File: config.mk
export PLATFORM = sky130hd
export DESIGN_NAME = gbpa_front
export DESIGN_NICKNAME = d
export VERILOG_FILES = /design/src/sv/gbpa_pkg.sv /design/src/sv/gbpa_front.sv
export SDC_FILE = /design/constraint.sdc
export NUM_CORES = 1
export LEC_CHECK = 0
export CAP_MARGIN = 40
export CORE_ASPECT_RATIO = 0.75
export CORE_UTILIZATION = 44
export DETAILED_ROUTE_END_ITERATION = 10
export DONT_BUFFER_PORTS = 1
export HOLD_SLACK_MARGIN = 0.03
export SLEW_MARGIN = 25
export SYNTH_ARGS = -nofsm -noshare
export SYNTH_HDL_FRONTEND = slang
export SYNTH_SLANG_ARGS = --single-unit
File: constraint.sdc
create_clock -name clock -period 4.05 [get_ports clock]
set_input_delay 0.6075 -clock clock [delete_from_list [all_inputs] [get_ports clock]]
set_output_delay 0.6075 -clock clock [all_outputs]
set_load 0.02 [all_outputs]
File: src/sv/gbpa_pkg.sv
`timescale 1ns / 1ps
// Shared types and constants for the B-panel pack address generator.
// No dependencies; imported by every module of the block.
package gbpa_pkg;

   localparam int IDX_W      = 28;   // packed_index
   localparam int NC_W       = 16;   // num_cols, n_index
   localparam int DEPTH_W    = 13;
   localparam int PW_W       = 8;    // panel_width, chunk_width
   localparam int STRIDE_W   = 24;
   localparam int K_W        = 12;
   localparam int ADDR_W     = 40;
   localparam int LEN_W      = IDX_W + 1;
   localparam int MAX_PANEL  = 128;
   localparam int KC_MAX     = 4096;
   localparam int WIDE_CHUNK = 32;   // narrowest first chunk, also the padded tail width

   localparam int CSR_IDX_W  = 3;
   localparam int CSR_DATA_W = 24;

   localparam logic [CSR_IDX_W-1:0] CSR_NUM_COLS    = 3'd0;
   localparam logic [CSR_IDX_W-1:0] CSR_DEPTH       = 3'd1;
   localparam logic [CSR_IDX_W-1:0] CSR_PANEL_WIDTH = 3'd2;
   localparam logic [CSR_IDX_W-1:0] CSR_ROW_STRIDE  = 3'd3;
   localparam logic [CSR_IDX_W-1:0] CSR_COL_STRIDE  = 3'd4;

   localparam logic [PW_W-1:0] CHUNK_96 = 8'd96;
   localparam logic [PW_W-1:0] CHUNK_64 = 8'd64;
   localparam logic [PW_W-1:0] CHUNK_32 = 8'd32;

   typedef enum logic [1:0] {
      REG_FULL = 2'd0,
      REG_C1   = 2'd1,
      REG_C2   = 2'd2,
      REG_OOR  = 2'd3
   } region_type;

   // derived layout, held steady while items flow
   typedef struct packed {
      logic [PW_W-1:0]     nr;
      logic [DEPTH_W-1:0]  kc;
      logic [NC_W-1:0]     base;
      logic [PW_W-1:0]     c1;
      logic [PW_W-1:0]     r2;
      logic [PW_W-1:0]     w2;
      logic [LEN_W-1:0]    full_len;
      logic [LEN_W-1:0]    end1;
      logic [LEN_W-1:0]    end2;
      logic [STRIDE_W-1:0] row_stride;
      logic [STRIDE_W-1:0] col_stride;
   } cfg_type;

   typedef struct packed {
      region_type       region;
      logic [IDX_W-1:0] xr;
      logic [PW_W-1:0]  w;
   } job_type;

   typedef struct packed {
      logic [K_W-1:0]    k_index;
      logic [NC_W-1:0]   n_index;
      logic              is_pad;
      logic              out_of_range;
      logic [PW_W-1:0]   chunk_width;
      logic [ADDR_W-1:0] source_addr;
   } rsp_type;

endpackage

File: src/sv/gbpa_front.sv
`timescale 1ns / 1ps
// Front end: takes packed positions, sorts them into full panel, first or
// second leftover chunk, or out of range, and queues the job. Depends on gbpa_pkg.
module gbpa_front (
   input  logic                          clock,
   input  logic                          reset,
   input  logic                          busy,
   input  gbpa_pkg::cfg_type             cfg,
   input  logic                          req_push,
   output logic                          req_full,
   input  logic [gbpa_pkg::IDX_W-1:0]    req_packed_index,
   input  logic                          q_pop,
   output logic                          q_empty,
   output gbpa_pkg::job_type             q_head
);
   import gbpa_pkg::*;

   localparam int QDEPTH = 4;
   localparam int QPTR_W = $clog2(QDEPTH);

   job_type            mem_ff [QDEPTH];
   logic [QPTR_W-1:0]  wp_ff, wp_in;
   logic [QPTR_W-1:0]  rp_ff, rp_in;
   logic [QPTR_W:0]    cnt_ff, cnt_in;
   logic               push;
   logic [LEN_W-1:0]   x_ext;
   job_type            job;

   assign req_full = reset || busy || (cnt_ff == (QPTR_W+1)'(QDEPTH));
   assign push     = req_push && !req_full;
   assign q_empty  = (cnt_ff == '0);
   assign q_head   = mem_ff[rp_ff];
   assign x_ext    = {1'b0, req_packed_index};

   always_comb begin
      priority if (x_ext < cfg.full_len) begin
         job.region = REG_FULL;
         job.xr     = req_packed_index;
         job.w      = cfg.nr;
      end else if (x_ext < cfg.end1) begin
         job.region = REG_C1;
         job.xr     = req_packed_index - cfg.full_len[IDX_W-1:0];
         job.w      = cfg.c1;
      end else if (x_ext < cfg.end2) begin
         job.region = REG_C2;
         job.xr     = req_packed_index - cfg.end1[IDX_W-1:0];
         job.w      = cfg.w2;
      end else begin
         job.region = REG_OOR;
         job.xr     = req_packed_index;
         job.w      = cfg.nr;
      end
   end

   always_comb begin
      wp_in  = push ? wp_ff + 1'b1 : wp_ff;
      rp_in  = q_pop ? rp_ff + 1'b1 : rp_ff;
      cnt_in = cnt_ff + {{QPTR_W{1'b0}}, push} - {{QPTR_W{1'b0}}, q_pop};
   end

   always_ff @(posedge clock) begin
      if (reset) begin
         wp_ff  <= '0;
         rp_ff  <= '0;
         cnt_ff <= '0;
      end else begin
         wp_ff  <= wp_in;
         rp_ff  <= rp_in;
         cnt_ff <= cnt_in;
      end
      if (push) begin
         mem_ff[wp_ff] <= job;
      end
   end

endmodule

### Yosys cells after proc, flatten, opt, wreduce, memory -nomap -nowiden

Memories as Yosys holds them, arrays and structs flattened. A register that Yosys moved wholly into a read port is not among the register bits.
Cells that the tools add are included.

* register bits: 7
* memory bits (writable): 152
* output and inout bits: 40
* logic and storage cells: 26
* memories: 1

Memories
* mem_ff: words 4, width 38, read ports 1, clocked after memory_dff 1, wr ports 1, RTL line gbpa_front.sv:21 `job_type mem_ff [QDEPTH];`

* $add $sub $neg: 6
* $lt $le $gt $ge: 3
* equal/unequal tests: 1
* muxes and demuxes: 7
* reduce and logical (&&, ||, !) cells: 5

Operator list (number)
* 28-bit by 29-bit less-than comparator with 1-bit output: 3
* 38-bit 2-to-1 mux: 2
* 28-bit subtractor: 2
* 37-bit 2-to-1 mux: 1
* 2-bit by 1-bit adder with 2-bit output (second input constant): 2
* 2-bit 2-to-1 mux: 2
* 3-bit by 1-bit adder with 3-bit output: 1
* 3-bit == test (second input constant): 1
* 3-bit zero test: 1
* 3-bit by 1-bit subtractor with 3-bit output: 1
* 1-bit logical OR: 2
* 1-bit 2-to-1 mux: 2
* 1-bit logical AND: 1
* 1-bit zero test: 1

### Depth between registers and ports, before layout

Gate-level depths: netlist (run 1).

* word-level depth: 6
* depth in mapped cells: 15
* depth with buffers taken out: 12

### Worst setup path after synthesis (run 1)

Ideal clock, no wire load.

* kind: input port to flip-flop
* start: in req_packed_index[0] (netlist bit)
* end: mem mem_ff[0][32] (netlist bit), data pin
* library setup time: 0.230 ns
* data arrival time: 2.975 ns
* required time: 3.820 ns
* setup slack: 0.845 ns
* cell stages on the path: 12
* buffers on the path: 0
* cells stage by stage: inv_1 ha_1 fa_1 nand2b_1 a21oi_1 o21ai_0 o21ai_1 a211oi_2 o21ai_1 a31oi_1 xor2_1 a221oi_1

RTL lines
* from (decl): RTL line gbpa_front.sv:11 `input logic [gbpa_pkg::IDX_W-1:0] req_packed_index,`
* to (decl): RTL line gbpa_front.sv:21

==> flow_summary.toml, run 1 <==
[critical_path]
path_delay_family = "compound AO/OA/AOI/OAI gates"
worst-r2r-cell-count = 12
path_depth = 12
critPathArrivalTime_ns = 3.52
slowest_stage = "a221oi_1"
r2r_slack_ns = 1.43
required_ns = 4.17
start_kind = "input port"
rr_startpoint = "cnt_ff[1]"
regToRegEndpoint = "cnt_ff[2]"
crit_path_class = "input port to register"
critical_path.cell_chain = "inv_1 > ha_1 > a21oi_1 > o21ai_1 > a41oi_1 > or3_1 > o22ai_1 > buf_4 > nand2b_1 > buf_12 > nor2_4 > a221oi_1"
critical_path.max_stage_delay_ns = 0.68
end_kind = "register"
setup.worst_path.end = "mem_ff[2][30]"
cp-startpoint = "cfg[66]"
crit_path_max_fanout = 27
worstPathBufferInverterCount = 3

[placed_design]
detailedPlacementHpwl_mm = 18.4
detailed_place.area_mm2 = 0.0107
port-buffer-count = 0
place_congestion = 0.842

[outcome]
status = "complete, no violations"

[layout]
layout-drive-gt1-share_pct = 11.4
finish.utilization_pct = 50.4
nNetsFinal = 1223
finalInstanceArea_mm2 = 0.0113
diodes = 0
area.growth.synth_to_final_pct = 10.5

[yosys]
post_synth_num_cell_types = 63
postSynth.asyncResetShare_pct = 0
syn-num-nets = 1211
mappedNetlistArea_mm2 = 0.0102
synth_top_family_by_area = "compound AO/OA/AOI/OAI gates"
synthXorXnorAreaFrac_pct = 4.80
synth-warning-count = 0
synth_seq_area_share_pct = 46.4
synth_simple_gate_area_share_pct = 8.00
share_of_the_synthesized_area_in_compound_gates_ao_oa_aoi_oai_pct = 15.5
synth_enable_flop_cells = 152
yosys.area_share.adder_pct = 11.5
ys_seq_elements = 161
most_used_flip_flop_cell_after_synthesis = "edfxtp_1"
synth.avg_cell_area_um2 = 11.5
syn-instance-count = 890
share_of_synthesized_area_spent_on_multiplexers_pct = 8.58

[route]
detail_route.first_pass.iterations = 5
ant_nets = 0
detail_route.drc_violations = 0
wl_mm = 24.1
via_total_after_detailed_routing = 6883
routedWlPerCell_um = 20.0
detailedRoute.firstIterationViolations = 348
via_per_inst = 5.69

[die]
start_util_pct = 45.6
die_height_um = 134
design.portCount = 269
core_area_mm2 = 0.0224
die_x_um = 178
design.die.area_mm2 = 0.0239
floorplan.rows = 47

[clock_tree]
cts-resized-gates = 0
number_of_buffers_created_by_cts = 17
cts.reportedPaths.clkPinSlew_ns = 0.06
clock_tree_from_tritoncts = "yes"
h-tree-depth = 4
sinks_on_the_clock_net = 161
clock_path_buffers = 2
clk-insertion-delay-late_ns = 0.42
cts-root-buf = "clkbuf_16"
cts.hold.buffers_added = 0
post_cts_buffers = 0

[min_path]
min_path_type = "input port to register"

[power]
vdd_ir_drop_max_mv = 0.296
clock_power_share_pct = 33.8
power.leakage_nw = 4.39
proportion_of_total_power_due_to_net_switching_pct = 28.2
total_switching_power_mw = 1.28
power_density_mw_per_mm2 = 400
sequentialPowerShare_pct = 42.9
power.total_mw = 4.52
p_int_mw = 3.24
pwr-share-comb_pct = 23.4

[sta]
setup-violations-final = 0
slew_violations = 0
worst_clock_skew_ns = 0.00794
hold_violations = 0
min_period_over_period_pct = 83.9
grt_setup_unrepaired = "false"
clock.fmax_mhz = 294
setup-tns-final_ns = 0
max-slew-margin-rel_pct = 50.1
final.hold.worst_slack_ns = 0.250
timing.final.crit_period_ns = 3.40
tightestPinTransition_ns = 0.748

[global_route]
wire_length_of_the_first_global_routing_pass_mm = 37.5
gr-max-usage-layer = "met1"
grt_max_degree = 28
grt_use_met3_pct = 3.74
globalRouteMet2Util_pct = 30.5
grt_use_met1_pct = 31.8
global_route.overflow_total = 0
grt_antenna_before_repair = 0
number_of_global_route_vias_before_repair = 6733
grt_util_all_layers_pct = 20.9

[job]
timing.max_cap.violations = 0
[per-stage QoR]
step                      std cells  setup WS [ns]
after global routing           1209          0.460
after global placement         1170          0.222
after detailed placement       1176          0.285
after CTS                      1208          0.657
after floorplan                 890          0.845
final                          1209          0.652
[worst register-to-register path: stages, from the launching register on]
cell and delay [ns]:
dfxtp_1 0.42, nor2_1 0.07, a211oi_1 0.48, and2_1 0.26, inv_1 0.07, ha_1 0.27
inv_1 0.05, ha_1 0.13, inv_1 0.04, fa_1 0.37, xor2_1 0.17, xnor2_1 0.13
nor2_1 0.05
[worst min path at each step]
stage                     startpoint       end  slack (ns)  cells after the start
after detailed placement    wp_ff[1]  wp_ff[1]        0.49                      2
after global placement      wp_ff[1]  wp_ff[1]        0.48                      2
final                          reset  register        0.25                      1
after CTS                      reset  register        0.23                      1
after global routing           reset  wp_ff[1]        0.23                      1
after floorplan             wp_ff[1]  wp_ff[1]        0.47                      2
[power by group through the flow]
stage          Clock, mW  Sequential, mW  Combinational, mW
2_1_floorplan          0            1.95              0.825
3_3_place_gp           0            1.99               1.02
3_5_place_dp           0            1.98               1.04
4_1_cts             1.55            1.95               1.04
5_1_grt             1.61            1.94               1.17
6_report            1.53            1.94               1.06
[cells in the mapped netlist, drive strengths merged, types with 10 or more instances]
cell | number | area [um2]
inv | 103 | 387
mux4 | 38 | 856
nor2 | 65 | 254
nor3 | 11 | 55.1
xor2 | 21 | 184
edfxtp | 152 | 4560
o21ai | 34 | 181
ha | 89 | 1110
a21oi | 78 | 402
clkbuf | 12 | 45.0
nand2 | 37 | 139
xnor2 | 35 | 307
nor2b | 10 | 62.6
o22ai | 26 | 163
a21o | 28 | 210
buf | 14 | 106
nand2b | 10 | 62.6
[state kept, by name (all words and copies together) (netlist names), named ones only]
name	flops
wp_ff	2
cnt_ff	3
rp_ff	2
mem_ff	152
[layout by cell type (no fill, tap or decap), drive strengths merged, types with 5 or more instances in the layout]
cell type	instances
edfxtp	152
inv	105
ha	89
a21oi	78
nor2	65
mux4	38
nand2	37
xnor2	35
o21ai	34
a21o	28
o22ai	26
xor2	21
buf	19
clkbuf	18
nor3	11
nand2b	10
nor2b	10
o21bai	9
dfxtp	9
o21a	8
nand4	8
a211oi	8
and3	8
o211ai	7
nand3	7
clkinv	7
a221oi	6
a221o	5
[cell families after synthesis]
| logic type | after synthesis |
|---|---|
| fa+ha+maj | 92 |
| simple gates | 171 |
| mux | 40 |
| xor+xnor | 56 |
| compound gates | 241 |
| flops | 161 |
| buf+inv | 129 |
[metal layers]
layer	wire, um	vias up	share of wire (%)
li1	-	3365	-
met1	12600	3272	52
met2	10100	225	42
met3	1190	21	4.9
met4	241	0	1.0
met5	0	-	0
[area by class of cell]
| cell class | instances | area, um2 |
|---|---|---|
| Clock buffer | 18 | 429 |
| Sequential cell | 161 | 4750 |
| Clock inverter | 14 | 139 |
| Inverter | 103 | 387 |
| Multi-Input combinational cell | 600 | 4950 |
| Timing Repair Buffer | 19 | 285 |
| Fill cell | 1970 | 11100 |
| Tap cell | 294 | 368 |
(Power assumes the default switching activity.)
==> run 2: changes to the inputs <==
Clock period 4.05 ns to 3.3 ns, I/O delays scaled along.
==> flow_summary.toml, run 2 (synthesis results as in run 1) <==
[clock_tree]
cts.reportedPaths.clkPinSlew_ns = 0.06
clock_tree_from_tritoncts = "yes"
clock_path_buffers = 2
h-tree-depth = 4
cts-resized-gates = 0
cts.hold.buffers_added = 0
sinks_on_the_clock_net = 161
number_of_buffers_created_by_cts = 17
post_cts_buffers = 0
clk-insertion-delay-late_ns = 0.42
cts-root-buf = "clkbuf_16"

[layout]
diodes = 0
stdcell_count = 1243
highest_count_cells_in_the_layout_ignoring_fill_and_taps = "edfxtp_1, inv_1, ha_1"
finish.utilization_pct = 51.4
register_ranked_first_by_flip_flop_count = "mem_ff"
area.growth.synth_to_final_pct = 12.6
largest_register_ff_count = 152
nNetsFinal = 1258
largest_registers = "mem_ff: 152 flops, cnt_ff: 3 flops"
most_common_library_cell_in_the_layout_ignoring_fill_and_taps = "edfxtp_1"
layout-drive-gt1-share_pct = 14.3

[critical_path]
required_ns = 3.58
end_kind = "register"
cp-startpoint = "req_packed_index[0]"
rr_startpoint = "cnt_ff[1]"
slowest_stage = "fa_1"
start_kind = "input port"
crit_path_class = "input port to register"
crit_path_max_fanout = 4
critPathArrivalTime_ns = 3.24
critical_path.max_stage_delay_ns = 0.40
critical_path.cell_chain = "inv_1 > ha_1 > fa_1 > nor2b_1 > o2111ai_1 > a31o_2 > o21ai_1 > buf_4 > a31o_2 > nor2b_1 > a311oi_1 > xor2_1 > a221oi_1 > buf_4"
worstPathBufferInverterCount = 3
path_delay_family = "compound AO/OA/AOI/OAI gates"

[die]
floorplan.rows = 47
design.portCount = 269
start_util_pct = 45.6
die_x_um = 178
core_area_mm2 = 0.0224
die_height_um = 134
design.die.area_mm2 = 0.0239

[global_route]
number_of_global_route_vias_before_repair = 6832
wire_length_of_the_first_global_routing_pass_mm = 37.1
global_route.overflow_total = 0
grt_max_degree = 39
grt_antenna_before_repair = 0
grt_util_all_layers_pct = 20.8

[sta]
max-slew-margin-rel_pct = 57.9
grt_setup_unrepaired = "false"
tightestPinTransition_ns = 0.627
timing.final.crit_period_ns = 2.95
min_period_over_period_pct = 89.5
final.hold.worst_slack_ns = 0.141
slew_violations = 0
setup-violations-final = 0
worst_clock_skew_ns = 0.00544
hold_violations = 0
clock.fmax_mhz = 339

[route]
detailedRoute.firstIterationViolations = 377
ant_nets = 0
detail_route.first_pass.iterations = 5
via_total_after_detailed_routing = 7001
wl_mm = 24.2
detail_route.drc_violations = 0
routedWlPerCell_um = 19.5
via_per_inst = 5.63

[min_path]
hold_path_startpoint = "reset"
min_path_type = "input port to register"

[placed_design]
dp_cells = 1212
detailedPlacementHpwl_mm = 18.3
place_congestion = 0.845
port-buffer-count = 0

[power]
vdd_ir_drop_max_mv = 0.401
power_density_mw_per_mm2 = 490
power.leakage_nw = 4.55

[job]
timing.max_cap.violations = 0

[outcome]
status = "complete, no violations"
==> run 2: cell count changes in the layout (fill, tap and decap cells not counted) <==
cell / change
buf_4: +37
buf_16: -4
buf_12: +2
clkbuf_1: +2
clkinvlp_4: -2
bufinv_16: +1
clkinv_2: -1
clkinv_4: -1
inv_6: +1
inv_8: -1
==> run 2: routing by layer <==
layer	up-vias	global-route usage, %	share of wire (%)
li1	3439	-	-
met1	3327	30.7	50
met2	221	31.2	43
met3	14	4.34	6.1
met4	0	4.65	0.74
met5	-	0	0
==> run 2: layout make-up <==
type                            instances  area, um2
Inverter                              103        387
Multi-Input combinational cell        600       4950
Timing Repair Buffer                   54        493
Tap cell                              294        368
Clock buffer                           20        437
Sequential cell                       161       4750
Clock inverter                         11        138
Fill cell                            2011      10900
==> run 2: power breakdown <==
group          switching [mW]  total, mW  leakage, nW  internal [mW]
registers              0.0320       2.37         1.44           2.34
clock network           0.724       1.90        0.280           1.18
logic                   0.782       1.36         2.83          0.583
total                    1.54       5.64         4.55           4.10
==> run 2: path summary, 6_finish.rpt <==
check | slack [ns] | to | cells after the start
setup / recovery | 0.35 | mem_ff[0][28] | 14
hold / removal | 0.14 | cnt_ff[1] | 1
setup reg to reg | 0.81 | cnt_ff[2] | 13
hold reg to reg | 0.51 | wp_ff[1] | 2
==> run 2: stage by stage <==
stage | power [mW] | area [um2] | setup slack, ns | setup TNS (ns)
2_1_floorplan | 3.41 | 10200 | 0.207 | 0
4_1_cts | 5.69 | 11500 | 0.349 | 0
5_1_grt | 5.90 | 11500 | 0.0678 | 0
6_report | 5.64 | 11500 | 0.348 | 0
3_3_place_gp | 3.76 | 10900 | -0.0376 | -0.260
3_5_place_dp | 3.78 | 10900 | -0.0780 | -1.01
