**src/sv/gbpa_pkg.sv**
```systemverilog
`timescale 1ns / 1ps
// Shared types and constants for the B-panel pack address generator.
// No dependencies; imported by every module of the block.
package gbpa_pkg;

   localparam int IDX_W      = 28;   // packed_index
   localparam int NC_W       = 16;   // num_cols, n_index
   localparam int DEPTH_W    = 13;
   localparam int PW_W       = 8;    // panel_width, chunk_width
   localparam int STRIDE_W   = 24;
   localparam int K_W        = 12;
   localparam int ADDR_W     = 40;
   localparam int LEN_W      = IDX_W + 1;
   localparam int MAX_PANEL  = 128;
   localparam int KC_MAX     = 4096;
   localparam int WIDE_CHUNK = 32;   // narrowest first chunk, also the padded tail width

   localparam int CSR_IDX_W  = 3;
   localparam int CSR_DATA_W = 24;

   localparam logic [CSR_IDX_W-1:0] CSR_NUM_COLS    = 3'd0;
   localparam logic [CSR_IDX_W-1:0] CSR_DEPTH       = 3'd1;
   localparam logic [CSR_IDX_W-1:0] CSR_PANEL_WIDTH = 3'd2;
   localparam logic [CSR_IDX_W-1:0] CSR_ROW_STRIDE  = 3'd3;
   localparam logic [CSR_IDX_W-1:0] CSR_COL_STRIDE  = 3'd4;

   localparam logic [PW_W-1:0] CHUNK_96 = 8'd96;
   localparam logic [PW_W-1:0] CHUNK_64 = 8'd64;
   localparam logic [PW_W-1:0] CHUNK_32 = 8'd32;

   typedef enum logic [1:0] {
      REG_FULL = 2'd0,
      REG_C1   = 2'd1,
      REG_C2   = 2'd2,
      REG_OOR  = 2'd3
   } region_type;

   // derived layout, held steady while items flow
   typedef struct packed {
      logic [PW_W-1:0]     nr;
      logic [DEPTH_W-1:0]  kc;
      logic [NC_W-1:0]     base;
      logic [PW_W-1:0]     c1;
      logic [PW_W-1:0]     r2;
      logic [PW_W-1:0]     w2;
      logic [LEN_W-1:0]    full_len;
      logic [LEN_W-1:0]    end1;
      logic [LEN_W-1:0]    end2;
      logic [STRIDE_W-1:0] row_stride;
      logic [STRIDE_W-1:0] col_stride;
   } cfg_type;

   typedef struct packed {
      region_type       region;
      logic [IDX_W-1:0] xr;
      logic [PW_W-1:0]  w;
   } job_type;

   typedef struct packed {
      logic [K_W-1:0]    k_index;
      logic [NC_W-1:0]   n_index;
      logic              is_pad;
      logic              out_of_range;
      logic [PW_W-1:0]   chunk_width;
      logic [ADDR_W-1:0] source_addr;
   } rsp_type;

endpackage

```
**src/sv/gbpa_config.sv**
```systemverilog
`timescale 1ns / 1ps
// Configuration registers and the sequencer that derives the panel layout.
// Depends on gbpa_pkg.
module gbpa_config (
   input  logic                               clock,
   input  logic                               reset,
   input  logic                               csr_we,
   input  logic [gbpa_pkg::CSR_IDX_W-1:0]     csr_index,
   input  logic [gbpa_pkg::CSR_DATA_W-1:0]    csr_wdata,
   output gbpa_pkg::cfg_type                  cfg,
   output logic                               busy
);
   import gbpa_pkg::*;

   typedef enum logic [5:0] {
      ST_IDLE = 6'b000001,
      ST_LOAD = 6'b000010,
      ST_DIV  = 6'b000100,
      ST_MUL  = 6'b001000,
      ST_END1 = 6'b010000,
      ST_END2 = 6'b100000
   } cfg_state_type;

   localparam int CNT_W = $clog2(NC_W);

   logic [NC_W-1:0]     num_cols_ff;
   logic [DEPTH_W-1:0]  depth_ff;
   logic [PW_W-1:0]     panel_ff;
   logic [STRIDE_W-1:0] row_ff;
   logic [STRIDE_W-1:0] col_ff;

   cfg_state_type       state_ff, state_in;
   logic [PW_W-1:0]     nr_ff, nr_in;
   logic [DEPTH_W-1:0]  kc_ff, kc_in;
   logic [PW_W-1:0]     rem_ff, rem_in;
   logic [NC_W-1:0]     dv_ff, dv_in;
   logic [CNT_W-1:0]    cnt_ff, cnt_in;
   logic [NC_W-1:0]     base_ff, base_in;
   logic [PW_W-1:0]     c1_ff, c1_in;
   logic [PW_W-1:0]     r2_ff, r2_in;
   logic [PW_W-1:0]     w2_ff, w2_in;
   logic [LEN_W-1:0]    full_len_ff, full_len_in;
   logic [LEN_W-1:0]    c1kc_ff, c1kc_in;
   logic [LEN_W-1:0]    w2kc_ff, w2kc_in;
   logic [LEN_W-1:0]    end1_ff, end1_in;
   logic [LEN_W-1:0]    end2_ff, end2_in;

   logic [PW_W-1:0]     t;
   logic                ge;
   logic                wide;
   logic [LEN_W-1:0]    kc_ext;

   always_ff @(posedge clock) begin
      if (reset) begin
         num_cols_ff <= 16'd1;
         depth_ff    <= 13'd1;
         panel_ff    <= 8'd64;
         row_ff      <= 24'd1;
         col_ff      <= 24'd1;
      end else if (csr_we) begin
         unique case (csr_index)
            CSR_NUM_COLS:    num_cols_ff <= csr_wdata[NC_W-1:0];
            CSR_DEPTH:       depth_ff    <= csr_wdata[DEPTH_W-1:0];
            CSR_PANEL_WIDTH: panel_ff    <= csr_wdata[PW_W-1:0];
            CSR_ROW_STRIDE:  row_ff      <= csr_wdata[STRIDE_W-1:0];
            CSR_COL_STRIDE:  col_ff      <= csr_wdata[STRIDE_W-1:0];
            default: ;
         endcase
      end
   end

   always_comb begin
      state_in    = state_ff;
      nr_in       = nr_ff;
      kc_in       = kc_ff;
      rem_in      = rem_ff;
      dv_in       = dv_ff;
      cnt_in      = cnt_ff;
      base_in     = base_ff;
      c1_in       = c1_ff;
      r2_in       = r2_ff;
      w2_in       = w2_ff;
      full_len_in = full_len_ff;
      c1kc_in     = c1kc_ff;
      w2kc_in     = w2kc_ff;
      end1_in     = end1_ff;
      end2_in     = end2_ff;
      t           = {rem_ff[PW_W-2:0], dv_ff[NC_W-1]};
      ge          = (t >= nr_ff);
      wide        = (nr_ff >= CHUNK_32);
      kc_ext      = {{(LEN_W-DEPTH_W){1'b0}}, kc_ff};

      unique case (state_ff)
         ST_LOAD: begin
            if (panel_ff == '0) begin
               nr_in = 8'd1;
            end else if (panel_ff > PW_W'(MAX_PANEL)) begin
               nr_in = PW_W'(MAX_PANEL);
            end else begin
               nr_in = panel_ff;
            end
            kc_in    = (depth_ff > DEPTH_W'(KC_MAX)) ? DEPTH_W'(KC_MAX) : depth_ff;
            rem_in   = '0;
            dv_in    = num_cols_ff;
            cnt_in   = '0;
            state_in = ST_DIV;
         end
         ST_DIV: begin
            // num_cols / panel width, one quotient bit a cycle
            rem_in = ge ? (t - nr_ff) : t;
            dv_in  = {dv_ff[NC_W-2:0], ge};
            cnt_in = cnt_ff + 1'b1;
            if (cnt_ff == CNT_W'(NC_W-1)) begin
               state_in = ST_MUL;
            end
         end
         ST_MUL: begin
            base_in = num_cols_ff - {{(NC_W-PW_W){1'b0}}, rem_ff};
            if (wide && rem_ff >= CHUNK_96) begin
               c1_in = CHUNK_96;
            end else if (wide && rem_ff >= CHUNK_64) begin
               c1_in = CHUNK_64;
            end else if (wide && rem_ff >= CHUNK_32) begin
               c1_in = CHUNK_32;
            end else begin
               c1_in = '0;
            end
            r2_in = wide ? {3'b000, rem_ff[4:0]} : rem_ff;
            w2_in = wide ? PW_W'(WIDE_CHUNK) : nr_ff;
            full_len_in = {{(LEN_W-NC_W){1'b0}}, base_in} * kc_ext;
            if (c1_in == CHUNK_96) begin
               c1kc_in = (kc_ext << 6) + (kc_ext << 5);
            end else if (c1_in == CHUNK_64) begin
               c1kc_in = kc_ext << 6;
            end else if (c1_in == CHUNK_32) begin
               c1kc_in = kc_ext << 5;
            end else begin
               c1kc_in = '0;
            end
            w2kc_in  = {{(LEN_W-PW_W){1'b0}}, w2_in} * kc_ext;
            state_in = ST_END1;
         end
         ST_END1: begin
            end1_in  = full_len_ff + c1kc_ff;
            state_in = ST_END2;
         end
         ST_END2: begin
            end2_in  = (r2_ff != '0) ? (end1_ff + w2kc_ff) : end1_ff;
            state_in = ST_IDLE;
         end
         ST_IDLE: ;
         default: state_in = ST_LOAD;
      endcase
   end

   always_ff @(posedge clock) begin
      if (reset) begin
         state_ff <= ST_LOAD;
      end else if (csr_we) begin
         state_ff <= ST_LOAD;
      end else begin
         state_ff <= state_in;
      end
      nr_ff       <= nr_in;
      kc_ff       <= kc_in;
      rem_ff      <= rem_in;
      dv_ff       <= dv_in;
      cnt_ff      <= cnt_in;
      base_ff     <= base_in;
      c1_ff       <= c1_in;
      r2_ff       <= r2_in;
      w2_ff       <= w2_in;
      full_len_ff <= full_len_in;
      c1kc_ff     <= c1kc_in;
      w2kc_ff     <= w2kc_in;
      end1_ff     <= end1_in;
      end2_ff     <= end2_in;
   end

   assign busy = (state_ff != ST_IDLE);

   always_comb begin
      cfg.nr         = nr_ff;
      cfg.kc         = kc_ff;
      cfg.base       = base_ff;
      cfg.c1         = c1_ff;
      cfg.r2         = r2_ff;
      cfg.w2         = w2_ff;
      cfg.full_len   = full_len_ff;
      cfg.end1       = end1_ff;
      cfg.end2       = end2_ff;
      cfg.row_stride = row_ff;
      cfg.col_stride = col_ff;
   end

endmodule

```
**config.mk**
```make
export PLATFORM = sky130hd
export DESIGN_NAME = gbpa_config
export DESIGN_NICKNAME = d
export VERILOG_FILES = /design/src/sv/gbpa_pkg.sv /design/src/sv/gbpa_config.sv
export SDC_FILE = /design/constraint.sdc
export NUM_CORES = 1
export LEC_CHECK = 0
export BUFFER_PORTS_ARGS = -buffer_cell sky130_fd_sc_hd__buf_2
export CORE_MARGIN = 2
export CORE_UTILIZATION = 62
export DETAILED_ROUTE_END_ITERATION = 7
export PLACE_DENSITY = 0.91
export SYNTH_ARGS = -nofsm -noshare
export SYNTH_HDL_FRONTEND = slang
export SYNTH_SLANG_ARGS = --single-unit
export TNS_END_PERCENT = 30
```
**constraint.sdc**
```tcl
create_clock -name clock -period 7.9 [get_ports clock]
set_input_delay 1.58 -clock clock [delete_from_list [all_inputs] [get_ports clock]]
set_output_delay 1.58 -clock clock [all_outputs]
set_load 0.01 [all_outputs]
```
== Yosys cells after proc, flatten, opt, wreduce, memory -nomap -nowiden ==
Index checks and enable logic that the tools add are counted.

* Word-level logic and storage cells: 85
* Input bits: 30
* Register bits: 317

* Bitwise gates (word level): 1
* Muxes and demuxes: 16
* Reductions and logical operators: 15
* $lt $le $gt $ge: 7
* Add/sub/neg operators: 6
* $mul: 2
* Eq/ne operators: 16

{| class="wikitable"
|+ Operators with widths
! operator !! number
|-
| case mux 6 bit (6 select lines) || 1
|-
| two-way mux 8 bit || 4
|-
| case mux 16 bit (2 select lines) || 1
|-
| adder 29 x 21 -> 29 bit || 1
|-
| adder 29 bit || 1
|-
| multiplier 16 x 13 -> 29 bit || 1
|-
| two-way mux 29 bit || 1
|-
| multiplier 8 x 13 -> 21 bit || 1
|-
| adder 19 x 18 -> 20 bit || 1
|-
| two-way mux 20 bit || 1
|-
| two-way mux 19 bit || 1
|-
| two-way mux 18 bit || 1
|-
| == test 8 x 7 -> 1 bit (second input constant) || 2
|-
| greater-or-equal comparator 8 x 6 -> 1 bit (second input constant) || 2
|-
| greater-or-equal comparator 8 x 7 -> 1 bit (second input constant) || 2
|-
| case mux 8 bit (2 select lines) || 1
|-
| subtractor 16 x 8 -> 16 bit || 1
|-
| two-way mux 7 bit || 2
|-
| greater-than comparator 13 bit (second input constant) || 1
|-
| two-way mux 6 bit || 2
|-
| AND reduction 2 bit || 6
|-
| == test 8 x 6 -> 1 bit (second input constant) || 1
|-
| greater-or-equal comparator 8 bit || 1
|-
| greater-than comparator 8 bit (second input constant) || 1
|-
| other kinds (22) || 26
|}

== Depth between registers and ports, before layout ==
Gate-level depths: netlist of the first run.

* Word-level depth: 10
* Mapped depth: 27

== Least setup slack after synthesis of the first run ==
OpenSTA, ideal clock, no wires.

* Path type: register to register
* Start: register rem_ff[2]
* End: register full_len_ff[19] (data pin)
* Clock period less this slack: 6843 ps
* Setup slack: 1057 ps
* Arrival: 6578 ps
* Stages on the path, launching flop included: 25
* Path buffers: 1
* Data required time: 7634 ps
* Path through: edfxtp_1 -> inv_1 -> ha_1 -> nor2b_1 -> o21ai_0 -> a21boi_0 -> o21a_1 -> o41ai_2 -> buf_2 -> mux2_2 -> fa_1 -> fa_1 -> inv_1 -> fa_1 -> inv_1 -> fa_1 -> fa_1 -> inv_1 -> ha_1 -> a21oi_1 -> o21ai_0 -> or4_1 -> o22ai_1 -> o21ai_0 -> xor2_1

* Word-level cells in the longest chain between the ends: 2

{| class="wikitable"
|+ Ends and longest elaborated chain
! element !! line !! RTL
|-
| from (decl) || gbpa_config.sv:35 || <nowiki>logic [PW_W-1:0] rem_ff, rem_in;</nowiki>
|-
| from (signal assigned) || gbpa_config.sv:166 || <nowiki>rem_ff <= rem_in;</nowiki>
|-
| subtractor 16 x 8 -> 16 bit || gbpa_config.sv:118 || <nowiki>base_in = num_cols_ff - {{(NC_W-PW_W){1'b0}}, rem_ff};</nowiki>
|-
| multiplier 16 x 13 -> 29 bit || gbpa_config.sv:130 || <nowiki>full_len_in = {{(LEN_W-NC_W){1'b0}}, base_in} * kc_ext;</nowiki>
|-
| to (signal assigned) || gbpa_config.sv:173 || <nowiki>full_len_ff <= full_len_in;</nowiki>
|-
| to (decl) || gbpa_config.sv:42 || <nowiki>logic [LEN_W-1:0] full_len_ff, full_len_in;</nowiki>
|}

Every way passes these cells.
A chain may end at the register's enable or synchronous reset.

== Final worst setup path of the first run ==
* Start: register rem_ff[0]
* End: register full_len_ff[19] (data pin)

The elaborated chain is that of the path after synthesis.

==> impl_metrics.py, run 1 <==
metrics = {
    "outcome": {
        "outcome": "complete, no violations",
    },
    "grt": {
        "met2_usage": 0.5399,
        "grt_pass1_vias": 21720,
        "top_usage_layer": "met2",
        "antenna_found_initial": 2,
        "grt_max_degree": 87,
        "global_route.usage.met3": 0.06192,
        "use_met1": 0.3802,
        "grt_util_all_layers": 0.3151,
        "grt_overflow_total": 0,
        "grt_pass1_wl_mm": 109.9,
    },
    "yosys": {
        "yosysUniqueCellTypes": 80,
        "syn_area_um2": 26090,
        "ys_ff_latch": 297,
        "syn_area_per_cell_um2": 9.362,
        "synthTopCellsByArea": "edfxtp_1 (24%), fa_1 (17%), ha_1 (8.7%), dfxtp_1 (7.0%), nand2_1 (5.8%)",
        "yosysTopAreaCell": "edfxtp_1",
        "ys_async_sr_fraction": 0,
        "yosysSeqAreaShare": 0.3069,
        "synth_edf_count": 206,
        "synthCells": 2787,
        "yosysTopAreaCellShare": 0.2371,
        "synth_flop_cell": "edfxtp_1",
        "ys_warn_count": 0,
    },
    "clock_tree": {
        "path_clk_slew_ns": 0.06,
        "cts_tree": "done",
        "clock-sinks": 297,
        "numCtsBuffers": 35,
        "clk_latency_ns": 0.57,
        "cts_root_buf": "clkbuf_16",
        "clockBufferDepth": 3,
        "cts_htree_levels": 2,
        "cts_post_setup_buffers_inserted": 0,
    },
    "placed_design": {
        "port_buffers": 220,
        "place_ws_ns": 0.4857,
        "hpwl_mm": 52.58,
        "gp_congestion": 0.9452,
        "dp_cells": 3469,
    },
    "finish": {
        "area_growth_pct": 10.70,
        "final_cells": 3530,
        "drive_gt1_frac": 0.1314,
        "fin_nets": 3404,
        "antenna_cells": 0,
        "fin_util": 0.6917,
    },
    "worst_setup_path": {
        "endpoint_kind": "register",
        "cp_max_fo": 11,
        "crit_start": "rem_ff[0]$_SDFFCE_PP0P_",
        "reg2reg_from": "rem_ff[0]$_SDFFCE_PP0P_",
        "crit_path_start_kind": "register",
        "required_ns": 8.21,
        "path_class": "reg2reg",
        "crit_arrival_ns": 7.83,
    },
    "routing": {
        "drt_pass1_iterations": 6,
        "drc": 0,
        "num_vias": 21700,
        "routed_wl_mm": 69.82,
        "ant_nets": 0,
        "drtIter0Drc": 2129,
        "drt-wirelength-per-cell_um": 19.78,
        "via_per_inst": 6.146,
    },
    "sta": {
        "maxSlewViolCount": 0,
        "rsz0062_at_grt": "false",
        "finalSetupViolations": 0,
        "setup_ws_ns": 0.3836,
        "hold_viol": 0,
        "finClkSkew_ns": 0.01695,
        "worstMarginPinSlew_ns": 1.291,
        "min_period_over_period": 0.9514,
        "max_slew_margin": 0.1362,
        "period_needed_ns": 7.516,
        "fmax_ghz": 0.1330,
        "fin_tns_setup_ns": 0,
    },
    "floorplan": {
        "die_area_um2": 43740,
        "die_y_um": 209.1,
        "initial_core_util": 0.6248,
        "dieWidth_um": 209.1,
        "core_um2": 41760,
        "rows": 75,
        "pin_count": 227,
    },
    "pwr": {
        "p_leak_nw": 12.85,
        "power_mw": 11.29,
        "ir_worst_vdd_mv": 0.4839,
        "powerDensity_nw_per_um2": 391.0,
    },
    "hold_path": {
        "worst_hold_path_type": "reg2reg",
        "worstHoldStart": "depth_ff[8]$_SDFFE_PP0P_",
    },
    "job": {
        "max_cap_viol_count": 0,
    },
}
-- layout make-up --
class | count | area (µm²)
multi-input combinational | 2053 | 16460
fill | 2894 | 12870
sequential | 297 | 8008
timing repair buffer | 263 | 1424
inverter | 317 | 1190
clock buffer | 45 | 943.4
tap | 539 | 674.4
clock inverter | 16 | 185.2
-- registers in the layout, indices dropped and copies added, names as in the netlist --
| register | cells |
|---|---|
| end1_ff | 29 |
| end2_ff | 29 |
| full_len_ff | 29 |
| col_ff | 24 |
| row_ff | 24 |
| w2kc_ff | 21 |
| base_ff | 16 |
| dv_ff | 16 |
| num_cols_ff | 16 |
| c1kc_ff | 15 |
| depth_ff | 13 |
| kc_ff | 13 |
| nr_ff | 8 |
| panel_ff | 8 |
| r2_ff | 8 |
| rem_ff | 8 |
| w2_ff | 8 |
| state_ff | 6 |
| cnt_ff | 4 |
| c1_ff | 2 |
-- per-layer routing --
metal	vias up	part of all wire
li1	9757	-
met1	10440	0.37
met2	1202	0.49
met3	290	0.088
met4	2	0.052
met5	-	0.00026
-- layout by cell type, fill, tap and decap left out, types with 65 or more instances in the layout --
cell / synthesis / routed
buf_2: 4 / 220
ha_1: 182 / 182
nand2_1: 401 / 401
nand2b_1: 91 / 91
edfxtp_1: 206 / 206
dfxtp_1: 91 / 91
inv_1: 315 / 315
and3_1: 65 / 65
fa_1: 225 / 225
o21ai_0: 70 / 69
nor2_1: 120 / 119
a21oi_1: 174 / 174
-- per-stage QoR --
step	hold slack (ns)	cell area [µm²]
3_3_place_gp	0.4370	27750
5_1_grt	0.4648	28890
2_1_floorplan	0.4318	26210
3_5_place_dp	0.4422	27750
4_1_cts	0.4503	28880
6_report	0.4483	28890
-- cell usage after synthesis (6+ instances only) --
library cell	instances
a2111oi_0	7
a211o_1	7
a211oi_1	24
a21o_1	24
a21oi_1	174
a221oi_1	17
a31oi_1	12
and2_1	38
and3_1	65
and4_1	6
buf_4	8
clkbuf_1	135
dfxtp_1	91
edfxtp_1	206
fa_1	225
ha_1	182
inv_1	315
mux2_1	6
mux2_2	41
mux2i_1	54
nand2_1	401
nand2b_1	91
nand3_1	46
nand3b_1	10
nand4_1	20
nand4b_1	8
nor2_1	120
nor2b_1	51
nor3_1	49
nor3b_1	13
nor4_1	7
o211ai_1	15
o21a_1	32
o21ai_0	70
o21bai_1	11
o31ai_1	9
or2_2	13
or3_1	19
xnor2_1	41
xor2_1	36
-- power breakdown --
| group | internal [mW] | switching (mW) |
|---|---|---|
| combinational | 3.08 | 4.52 |
| clock | 0.898 | 0.703 |
| sequential | 2.04 | 0.0550 |
-- logic make-up after synthesis --
kind of cell	after synthesis	synth area share
buffers and inverters	469	0.06910
AND/OR/NAND/NOR	980	0.1858
AO/OA/AOI/OAI	454	0.1112
XOR/XNOR	77	0.02585
flip-flops	297	0.3069
adder cells (fa/ha/maj)	407	0.2599
multiplexers	101	0.04100
other	2	0.0002878
-- critical path, stage by stage (launching register included) --
cell,delay [ns]
edfxtp_1,0.45
ha_1,0.25
fa_1,0.44
nor2b_1,0.13
o21ai_0,0.11
a21boi_0,0.30
o21a_1,0.34
o21ai_1,0.21
buf_4,0.25
mux2i_1,0.16
fa_1,0.55
inv_1,0.06
fa_1,0.52
inv_1,0.05
fa_1,0.49
fa_1,0.51
inv_1,0.06
fa_1,0.55
inv_1,0.05
ha_1,0.36
a21oi_1,0.18
o21ai_0,0.18
or4_1,0.44
o22ai_1,0.31
o21ai_0,0.16
xor2_1,0.16
-- path summary, 6_finish.rpt --
path | end | slack [ns] | cells after the start
min reg2reg | depth_ff[8]$_SDFFE_PP0P_ | 0.45 | 2
min | depth_ff[8]$_SDFFE_PP0P_ | 0.45 | 2
max | full_len_ff[19]$_DFFE_PN_ | 0.38 | 25
max reg2reg | full_len_ff[19]$_DFFE_PN_ | 0.38 | 25
-- timing repair --
action | in CTS | in global routing
endpoints found under the setup margin | 0 | 3
gates resized for setup | 0 | 1
hold buffers | 0 | 0
Power figures use the tool's default switching activity.
==> inputs of run 2 (changes only) <==
Settings changed: CORE_UTILIZATION 62 to 56, PLACE_DENSITY 0.91 to 0.88.
Clock period 7.9 ns to 6.5 ns, I/O delays scaled along.
==> run 2 against run 1 <==
Compared with the run above: the run now ends with negative setup slack left; utilization shrank 2.5 points; critical path depth shrank 1; fmax grew 13%; sequential cell count is the same; clock power grew 24%; clock skew grew 0.0021 ns; combinational power grew 86%; critical path type unchanged; largest cell class unchanged; largest power group unchanged; highest routed layer is now met4.
==> impl_metrics.py, run 2 (synthesized netlist as in run 1, its figures left out) <==
metrics = {
    "outcome": {
        "outcome": "complete, but fails checks",
        "violations": "negative setup slack",
    },
    "finish": {
        "fillCellCount": 3271,
        "multiInputGateArea_um2": 17110,
        "layout_commonest_cell": "nand2_1",
        "seq_area_um2": 8008,
        "drive_gt1_frac": 0.2066,
        "antenna_cells": 0,
        "area_growth_pct": 18.18,
        "final_area_um2": 30840,
        "mostFrequentLayoutCells": "nand2_1 (397), inv_1 (308), buf_2 (220)",
        "largestRegisters": "end1_ff: 29 flops, end2_ff: 29 flops, full_len_ff: 29 flops",
        "fin_nets": 3551,
    },
    "clock_tree": {
        "clockBufferDepth": 3,
        "path_clk_slew_ns": 0.06,
        "hold_buffers": 0,
        "numCtsBuffers": 35,
        "clk_latency_ns": 0.55,
        "clock-sinks": 297,
        "cts_tree": "done",
        "cts_root_buf": "clkbuf_16",
        "cts_htree_levels": 2,
    },
    "sta": {
        "rsz0062_at_grt": "true",
        "max_slew_margin": 0.1454,
        "min_period_over_period": 1.026,
        "fmax_ghz": 0.1499,
        "maxSlewViolCount": 0,
        "fin_tns_setup_ns": -1.025,
        "finClkSkew_ns": 0.01909,
        "worstMarginPinSlew_ns": 1.282,
        "hold_viol": 0,
        "period_needed_ns": 6.671,
        "hold_slack_ns": 0.4509,
        "setup_ws_ns": -0.1710,
        "finalSetupViolations": 11,
    },
    "worst_setup_path": {
        "reg2reg_from": "rem_ff[2]$_SDFFCE_PP0P_",
        "crit_arrival_ns": 6.96,
        "cp_max_fo": 5,
        "critPathSlowestCell": "fa_2",
        "critPathMaxStageDelay_ns": 0.57,
        "endpoint_kind": "register",
        "required_ns": 6.79,
        "crit_path_start_kind": "register",
        "path_class": "reg2reg",
        "path_cells": "inv_1 > ha_1 > nor2b_1 > o21ai_2 > a21boi_2 > o21a_4 > o41ai_4 > buf_4 > mux2_4 > fa_2 > fa_1 > inv_1 > fa_1 > inv_1 > fa_2 > fa_1 > inv_2 > ha_4 > a21oi_4 > o21ai_2 > or3_1 > o21a_1 > o31ai_2 > xnor2_1",
        "crit_start": "rem_ff[2]$_SDFFCE_PP0P_",
    },
    "grt": {
        "grt_max_degree": 71,
        "grt_pass1_vias": 21860,
        "grt_overflow_total": 0,
        "antenna_found_initial": 0,
        "grt_util_all_layers": 0.2898,
        "grt_pass1_wl_mm": 111.1,
    },
    "hold_path": {
        "worst_hold_path_type": "reg2reg",
        "worstHoldStart": "depth_ff[1]$_SDFFE_PP0P_",
    },
    "floorplan": {
        "die_y_um": 219.9,
        "initial_core_util": 0.5640,
        "die_area_um2": 48340,
        "rows": 79,
        "core_um2": 46260,
        "dieWidth_um": 219.9,
        "pin_count": 227,
    },
    "routing": {
        "drtIter0Drc": 2170,
        "num_vias": 22120,
        "drt_pass1_iterations": 6,
        "drt-wirelength-per-cell_um": 19.17,
        "routed_wl_mm": 71.83,
        "via_per_inst": 5.901,
        "drc": 0,
        "ant_nets": 0,
    },
    "pwr": {
        "powerDensity_nw_per_um2": 604.0,
        "ir_worst_vdd_mv": 1.022,
        "p_leak_nw": 13.67,
    },
    "placed_design": {
        "placed_cell_area_um2": 28870,
        "gp_congestion": 0.9259,
        "port_buffers": 220,
        "hpwl_mm": 52.87,
    },
    "job": {
        "max_cap_viol_count": 0,
    },
}
## run 2: metal layers
metal / vias to the layer above / global-route usage / wire [µm]
met5: - / 0 / 0
met4: 0 / 0.1271 / 3225
met3: 235 / 0.05300 / 6573
met2: 1164 / 0.4972 / 35110
met1: 10650 / 0.3569 / 26930
li1: 10070 / - / -
## run 2: final cells by class
| cell class | count | share of cell area |
|---|---|---|
| inverters | 317 | 0.03859 |
| clock inverters | 23 | 0.007872 |
| clock buffers | 41 | 0.02978 |
| repair buffers | 410 | 0.08468 |
| flip-flops and latches | 297 | 0.2597 |
| well taps | 607 | 0.02463 |
| multi-input cells | 2053 | 0.5548 |
## run 2: what timing repair did
| action | CTS | global route |
|---|---|---|
| setup endpoints to repair | 15 | 18 |
| pin swaps | 22 | 56 |
| buffers inserted | 13 | 17 |
| resized for setup | 43 | 79 |
## run 2: path summary, 6_finish.rpt
check / slack (ns) / depth (start not counted) / to
worst min-delay path: 0.45 / 2 / depth_ff[1]$_SDFFE_PP0P_
worst min register to register: 0.45 / 2 / depth_ff[1]$_SDFFE_PP0P_
worst max-delay path: -0.17 / 24 / full_len_ff[20]$_DFFE_PN_
worst max register to register: -0.17 / 24 / full_len_ff[20]$_DFFE_PN_
## run 2: metrics by stage
step / power (mW) / setup slack [ns] / util / std cells
after floorplan: 10.00 / -0.003564 / - / 2819
after global placement: 13.59 / -0.05529 / 0.6241 / 3654
after detailed placement: 13.92 / -0.2228 / 0.6241 / 3654
after CTS: 16.86 / -0.07859 / 0.6556 / 3731
after global routing: 19.91 / -0.3513 / 0.6666 / 3748
final: 18.63 / -0.1710 / 0.6666 / 3748
## run 2: worst max-delay path, delay by kind of cell (launching register included)
kind / cells / cell delay (ns)
XOR/XNOR: 1 / 0.11
adder cells (fa/ha/maj): 7 / 2.86
AO/OA/AOI/OAI: 8 / 1.71
multiplexers: 1 / 0.30
AND/OR/NAND/NOR: 2 / 0.51
flip-flops: 1 / 0.40
buffers and inverters: 5 / 0.49
## run 2: power breakdown
group          total, mW  switching, mW  internal (mW)  leakage, nW
clock network       1.98          0.801           1.18        0.572
registers           2.55         0.0733           2.47         2.69
logic               14.1           7.18           6.91         10.4
